===== src/rtl/core/rph_pkg.sv =====
// ----------------------------------------------------------------------------
// rph_pkg: shared types and constants of the rdm packet header checker
// packet form codes, start codes, the per-byte parse view and the verdict
// ----------------------------------------------------------------------------
package rph_pkg;

   localparam int unsigned HDR_LEN   = 24;
   localparam int unsigned POS_W     = 9;
   localparam int unsigned PRE_W     = 4;
   localparam int unsigned REQ_DW    = 8;
   localparam int unsigned RSP_DW    = 176;
   localparam int unsigned RSP_UW    = 2;

   localparam logic [7:0]       START_STD     = 8'hCC;
   localparam logic [7:0]       STD_SUB_START = 8'h01;
   localparam logic [7:0]       DISC_PREAMBLE = 8'hFE;
   localparam logic [7:0]       DISC_DELIM    = 8'hAA;
   localparam logic [7:0]       MIN_LENGTH    = 8'd3;
   localparam logic [POS_W-1:0] POS_MAX       = 9'd511;
   localparam logic [POS_W-1:0] DISC_UID_RAW  = 9'd12;
   localparam logic [POS_W-1:0] DISC_BODY     = 9'd16;
   localparam logic [POS_W-1:0] DISC_SUM_HI   = 9'd13;
   localparam logic [POS_W-1:0] DISC_SUM_LO   = 9'd15;
   localparam logic [7:0]       DISC_EXTRA    = 8'd17;
   localparam logic [47:0]      BCAST_UID     = 48'hFFFF_FFFF_FFFF;
   localparam logic [7:0]       DISC_CC       = 8'h11;
   localparam logic [15:0]      DISC_PID      = 16'h0001;

   typedef enum logic [1:0] {
      FORM_UNKNOWN,
      FORM_STANDARD,
      FORM_SEEK,
      FORM_BODY
   } form_type;

   // parse state as it stands after the current byte
   typedef struct packed {
      form_type                 form;
      logic                     failed;
      logic [POS_W-1:0]         count;
      logic [15:0]              run_sum;
      logic [15:0]              rcv_sum;
      logic [7:0]               length;
      logic [PRE_W-1:0]         preamble;
      logic [HDR_LEN-1:0][7:0]  hdr;
   } snap_type;

   typedef struct packed {
      logic        ok;
      logic        is_discovery;
      logic [7:0]  message_length;
      logic [47:0] dst_uid;
      logic [47:0] src_uid;
      logic [7:0]  transaction_number;
      logic [7:0]  port_or_response;
      logic [7:0]  msg_count;
      logic [15:0] subdev_num;
      logic [7:0]  command_class;
      logic [15:0] parameter_id;
      logic [7:0]  param_data_length;
   } verdict_type;

endpackage


===== src/rtl/core/rph_parse.sv =====
// ----------------------------------------------------------------------------
// rph_parse: per-byte packet parser
// tracks form, position, sums and the header store; shows the post-byte view
// ----------------------------------------------------------------------------
module rph_parse #(
   parameter int unsigned MAX_PREAMBLE = 7
) (
   input  logic              clock,
   input  logic              reset,
   input  logic              step,
   input  logic [7:0]        rx_byte,
   input  logic              end_of_packet,
   output rph_pkg::snap_type snap
);
   import rph_pkg::*;

   form_type                form_ff, form_in;
   logic                    failed_ff, failed_in;
   logic [POS_W-1:0]        pos_ff, pos_in;
   logic [15:0]             run_ff, run_in;
   logic [15:0]             rcv_ff, rcv_in;
   logic [7:0]              len_ff, len_in;
   logic [PRE_W-1:0]        pre_ff, pre_in;
   logic [7:0]              pair_ff, pair_in;
   logic [HDR_LEN-1:0][7:0] hdr_ff, hdr_in;

   always_comb begin
      logic             std_act;
      logic [POS_W-1:0] k;
      logic [7:0]       d;
      form_in   = form_ff;
      failed_in = failed_ff;
      run_in    = run_ff;
      rcv_in    = rcv_ff;
      len_in    = len_ff;
      pre_in    = pre_ff;
      pair_in   = pair_ff;
      hdr_in    = hdr_ff;
      std_act   = 1'b0;
      k         = pos_ff - POS_W'(pre_ff) - 9'd1;
      d         = pair_ff & rx_byte;
      if (!failed_ff) begin
         case (form_ff)
            FORM_UNKNOWN: begin
               if (rx_byte == START_STD) begin
                  form_in = FORM_STANDARD;
                  std_act = 1'b1;
               end else if (rx_byte == DISC_PREAMBLE) begin
                  form_in = FORM_SEEK;
               end else if (rx_byte == DISC_DELIM) begin
                  form_in = FORM_BODY;
                  pre_in  = '0;
               end else begin
                  failed_in = 1'b1;
               end
            end
            FORM_STANDARD: std_act = 1'b1;
            FORM_SEEK: begin
               if (rx_byte == DISC_DELIM) begin
                  pre_in  = pos_ff[PRE_W-1:0];
                  form_in = FORM_BODY;
               end else if (pos_ff >= POS_W'(MAX_PREAMBLE)) begin
                  failed_in = 1'b1;
               end
            end
            FORM_BODY: begin
               if (k < DISC_BODY) begin
                  if (!k[0]) begin
                     pair_in = rx_byte;
                  end else if (k < DISC_UID_RAW) begin
                     hdr_in[{2'b00, k[3:1]}] = d;
                  end else if (k == DISC_SUM_HI) begin
                     rcv_in = {d, 8'h00};
                  end else if (k == DISC_SUM_LO) begin
                     rcv_in = {rcv_ff[15:8], d};
                  end
                  if (k < DISC_UID_RAW) begin
                     run_in = run_ff + 16'(rx_byte);
                  end
               end
            end
            default: failed_in = 1'b1;
         endcase
      end
      if (std_act) begin
         if (pos_ff < POS_W'(HDR_LEN)) begin
            hdr_in[pos_ff[4:0]] = rx_byte;
         end
         if (pos_ff == 9'd1 && rx_byte != STD_SUB_START) begin
            failed_in = 1'b1;
         end
         if (pos_ff == 9'd2) begin
            len_in = rx_byte;
            if (rx_byte < MIN_LENGTH) begin
               failed_in = 1'b1;
            end
         end
         if (pos_ff <= 9'd2 || pos_ff < POS_W'(len_ff)) begin
            run_in = run_ff + 16'(rx_byte);
         end else if (pos_ff == POS_W'(len_ff)) begin
            rcv_in = {rx_byte, 8'h00};
         end else if (pos_ff == POS_W'(len_ff) + 9'd1) begin
            rcv_in = {rcv_ff[15:8], rx_byte};
         end
      end
      pos_in = (pos_ff < POS_MAX) ? pos_ff + 9'd1 : pos_ff;
   end

   always_ff @(posedge clock) begin
      if (reset) begin
         form_ff   <= FORM_UNKNOWN;
         failed_ff <= 1'b0;
         pos_ff    <= '0;
         run_ff    <= '0;
         rcv_ff    <= '0;
         len_ff    <= '0;
         pre_ff    <= '0;
         pair_ff   <= '0;
      end else if (step && end_of_packet) begin
         form_ff   <= FORM_UNKNOWN;
         failed_ff <= 1'b0;
         pos_ff    <= '0;
         run_ff    <= '0;
         rcv_ff    <= '0;
         len_ff    <= '0;
         pre_ff    <= '0;
         pair_ff   <= '0;
      end else if (step) begin
         form_ff   <= form_in;
         failed_ff <= failed_in;
         pos_ff    <= pos_in;
         run_ff    <= run_in;
         rcv_ff    <= rcv_in;
         len_ff    <= len_in;
         pre_ff    <= pre_in;
         pair_ff   <= pair_in;
      end
   end

   // header store: no reset, standard-form reads are masked by byte count
   always_ff @(posedge clock) begin
      if (step) begin
         hdr_ff <= hdr_in;
      end
   end

   always_comb begin
      snap.form     = form_in;
      snap.failed   = failed_in;
      snap.count    = pos_in;
      snap.run_sum  = run_in;
      snap.rcv_sum  = rcv_in;
      snap.length   = len_in;
      snap.preamble = pre_in;
      snap.hdr      = hdr_in;
   end

endmodule


===== config.mk =====
export PLATFORM = sky130hd
export DESIGN_NAME = rph_parse
export DESIGN_NICKNAME = d
export VERILOG_FILES = /design/src/rtl/core/rph_pkg.sv /design/src/rtl/core/rph_parse.sv
export SDC_FILE = /design/constraint.sdc
export NUM_CORES = 1
export LEC_CHECK = 0
export BUFFER_PORTS_ARGS = -buffer_cell sky130_fd_sc_hd__buf_2
export CAP_MARGIN = 30
export CORE_MARGIN = 1
export CORE_UTILIZATION = 35
export DETAILED_ROUTE_END_ITERATION = 12
export PLACE_DENSITY = 0.63
export SETUP_SLACK_MARGIN = 0.15
export SKIP_CTS_REPAIR_TIMING = 1
export SYNTH_ARGS = -nofsm -noshare
export SYNTH_HDL_FRONTEND = slang
export SYNTH_SLANG_ARGS = --single-unit

===== constraint.sdc =====
create_clock -name clock -period 7.1 [get_ports clock]
set_input_delay 1.065 -clock clock [delete_from_list [all_inputs] [get_ports clock]]
set_output_delay 1.065 -clock clock [all_outputs]
set_load 0.02 [all_outputs]

==> impl_metrics.toml <==
[run_status]
run_status = "complete, no violations"

[worst_setup_path]
worst_setup_path_start_kind = "flip-flop"
critical_path.reg2reg.startpoint = "pos_ff[1]$_SDFFE_PP0P_"
timing.critical_path.to_type = "output port"
setup.reg_to_reg.worst_slack_ps = 3110
cp_data_required_time_ps = 6030
cp_data_arrival_time_ps = 4630
worst-path-max-fanout = 14
criticalPathCategory = "reg -> out"
worst_setup_sp = "pos_ff[1]$_SDFFE_PP0P_"

[synth]
post_synth_and_or_nand_nor_area_fraction_pct = 12.6
synth-warning-count = 0
synthesis.nets = 1223
synth.area.top_cells = "edfxtp_1, dfxtp_1, mux2_2, o21ai_0, nand2_1"
ys_ff_latch = 256
synth_enable_flop_cells = 192
yosys.cell_count.top_type = "edfxtp_1"
post_synthesis_cell_type_with_the_largest_combined_area = "edfxtp_1"
syn-instance-count = 1184
synth_mux_area_share_pct = 9.85
synthesis.area_sq_um = 13400
synth-adder-area-share_pct = 2.64
syn_avg_cell_area_sq_um = 11.3
post_synth_most_frequent_cells = "edfxtp_1, nand2_1, mux2_2"
synth_async_sr_flop_share_pct = 0
main_combinational_cell_family_by_area_after_synthesis = "compound AO/OA/AOI/OAI gates"
synth_compound_area_share_pct = 16.4
synthDistinctLibCells = 78
post_synth_xor_area_fraction_pct = 1.97
netlist.area_leader.share_pct = 43.2
ys.flop_type = "edfxtp_1"
synth.yosys.seq_area_share_pct = 52.7

[power_and_ir_drop]
vdd.ir_drop.worst_mv = 0.193
static-leakage-power_nw = 6.71
power.density_nw_per_um2 = 229

[clocking]
path_clk_slew_ps = 60
worst_skew_pair.late_latency_ps = 580
tritoncts_clock_tree = "yes"
cts.path.max_buffers = 3
cts.htree.levels = 1
clock_sinks = 256
clockRootBuffer = "clkbuf_16"
cts_made_buffers = 30

[finish]
final_layout_size_suffix_gt1_share_pct = 31.8
nFillCells = 3564
regArea_sq_um = 7050
design_area_sq_um = 16000
multi_input_area_sq_um = 5810
finalNetCount = 1439
syn2layout_area_growth_pct = 19.9

[sta]
hold_viol = 0
finClkSkew_ps = 18.3
timing.final.crit_period_ps = 5690
setup_violations = 0
relSlewSlack_pct = 30.8
setup_repair_after_global_routing_missed_its_margin = "false"
maxSlewViolCount = 0
timing_worst_slew_pin_value_ps = 1030
whs_ps = 467
post-route-period-util_pct = 80.2
setup-tns-final_ps = 0
worst_slack_ps = 1410
fmax_mhz = 176

[place]
pre_cts_slack_ps = 1580
dpl-instance-area_sq_um = 15000
detailedPlacementHpwl_mm = 27.1
placement.io_buffers = 259
final_weighted_congestion_in_routability_driven_placement = 0.850

[floorplanning]
floorplan.initialDensity_pct = 35.6
core_sq_um = 37600
die_area_sq_um = 39000
num_io_pins = 260
fp.dieH_um = 197
floorplan.rows = 71
floorplan.die.width_um = 197

[global_route]
pin_count_of_the_biggest_net_entering_global_routing = 99
grt_pass1_wl_mm = 61.2
globalRouteOverflowTotal = 0
first_global_vias = 10000
grt_antenna_before_repair = 2
grt_resource_usage_total_pct = 20.5

[worst_hold_path]
hold_path.startpoint = "rcv_ff[7]$_SDFFE_PP0P_"
path_type_of_the_worst_min_delay_path = "reg -> reg"

[detailed_routing]
postRouteWirelength_mm = 40.8
detailedRoute.firstPassIterationCount = 5
first_iter_violations = 654
route.detailed.wl_per_inst_um = 21.1
routed-via-count = 10400
ant_nets = 0
drc = 0
avgViaCountPerCell = 5.40

[run]
cap_viol_max_count = 0
-- layer usage --
layer / vias to the layer above / global-route usage, % / share of wire (%) / wire length [um]
met4: 0 / 5.34 / 2.6 / 1040
met5: - / 0 / 0 / 0
met1: 5145 / 26.8 / 43 / 17400
li1: 4884 / - / - / -
met2: 354 / 33.8 / 47 / 19100
met3: 63 / 5.09 / 8.0 / 3280
-- final timing paths --
kind,cells past startpoint,to
worst max-delay path,10,snap[206]
worst min-delay path,1,rcv_ff[7]$_SDFFE_PP0P_
worst max register to register,9,rcv_ff[4]$_SDFFE_PP0P_
worst min register to register,1,rcv_ff[7]$_SDFFE_PP0P_
-- registers in the layout, summed over array words and instances, names as in the netlist --
name and flops:
hdr_ff 192, run_ff 16, failed_ff 1, pre_ff 4, rcv_ff 16, pair_ff 8, form_ff 2, len_ff 8
pos_ff 9
-- stage by stage --
stage | power (mW) | std cells | util, %
after floorplan | 1.98 | 1184 | -
final | 3.66 | 1935 | 42.6
after global routing | 3.78 | 1935 | 42.6
after detailed placement | 2.14 | 1879 | 40.0
after CTS | 3.69 | 1934 | 42.6
after global placement | 2.13 | 1879 | 40.0
-- cell families (layout without fill, tap and decap cells) --
group / Yosys count / after routing
buf+inv: 119 / 358
mux: 119 / 119
xor+xnor: 30 / 30
flops: 256 / 256
other cells: 0 / 1
fa+ha+maj: 27 / 27
compound gates: 314 / 314
simple gates: 319 / 319
-- critical path, stage by stage, from the launching register on --
cell and delay [ps]:
dfxtp_1 680, inv_1 300, fa_1 620, nor2b_1 160, o21ai_1 90, mux2i_1 500, a2111oi_0 260, a21oi_1 770
nand2_1 120, a21oi_1 320, buf_2 240
-- layout by cell type (no fill, tap or decap), types with 25 or more instances in the layout --
cell type    n
edfxtp_1   192
a21o_1      40
nand3_1     38
buf_2      258
a21oi_1     56
a22o_1      37
inv_1       26
mux2_2      99
clkbuf_16   31
o21ai_0     85
nor2_1      67
nand2_1    106
ha_1        25
dfxtp_1     64
-- cell type report --
cell class	instances	share of cell area (%)
flip-flops and latches	256	44.0
clock buffers	36	4.96
clock inverters	19	1.24
repair buffers	273	8.80
well taps	511	3.99
inverters	30	0.703
multi-input cells	809	36.3
diodes	1	0.0156
-- power by group --
part	total (mW)	switching [mW]	internal, mW
clock network	1.55	0.644	0.907
logic	0.402	0.282	0.120
registers	1.71	0.0229	1.68
total	3.66	0.949	2.71
(Power assumes the default switching activity.)
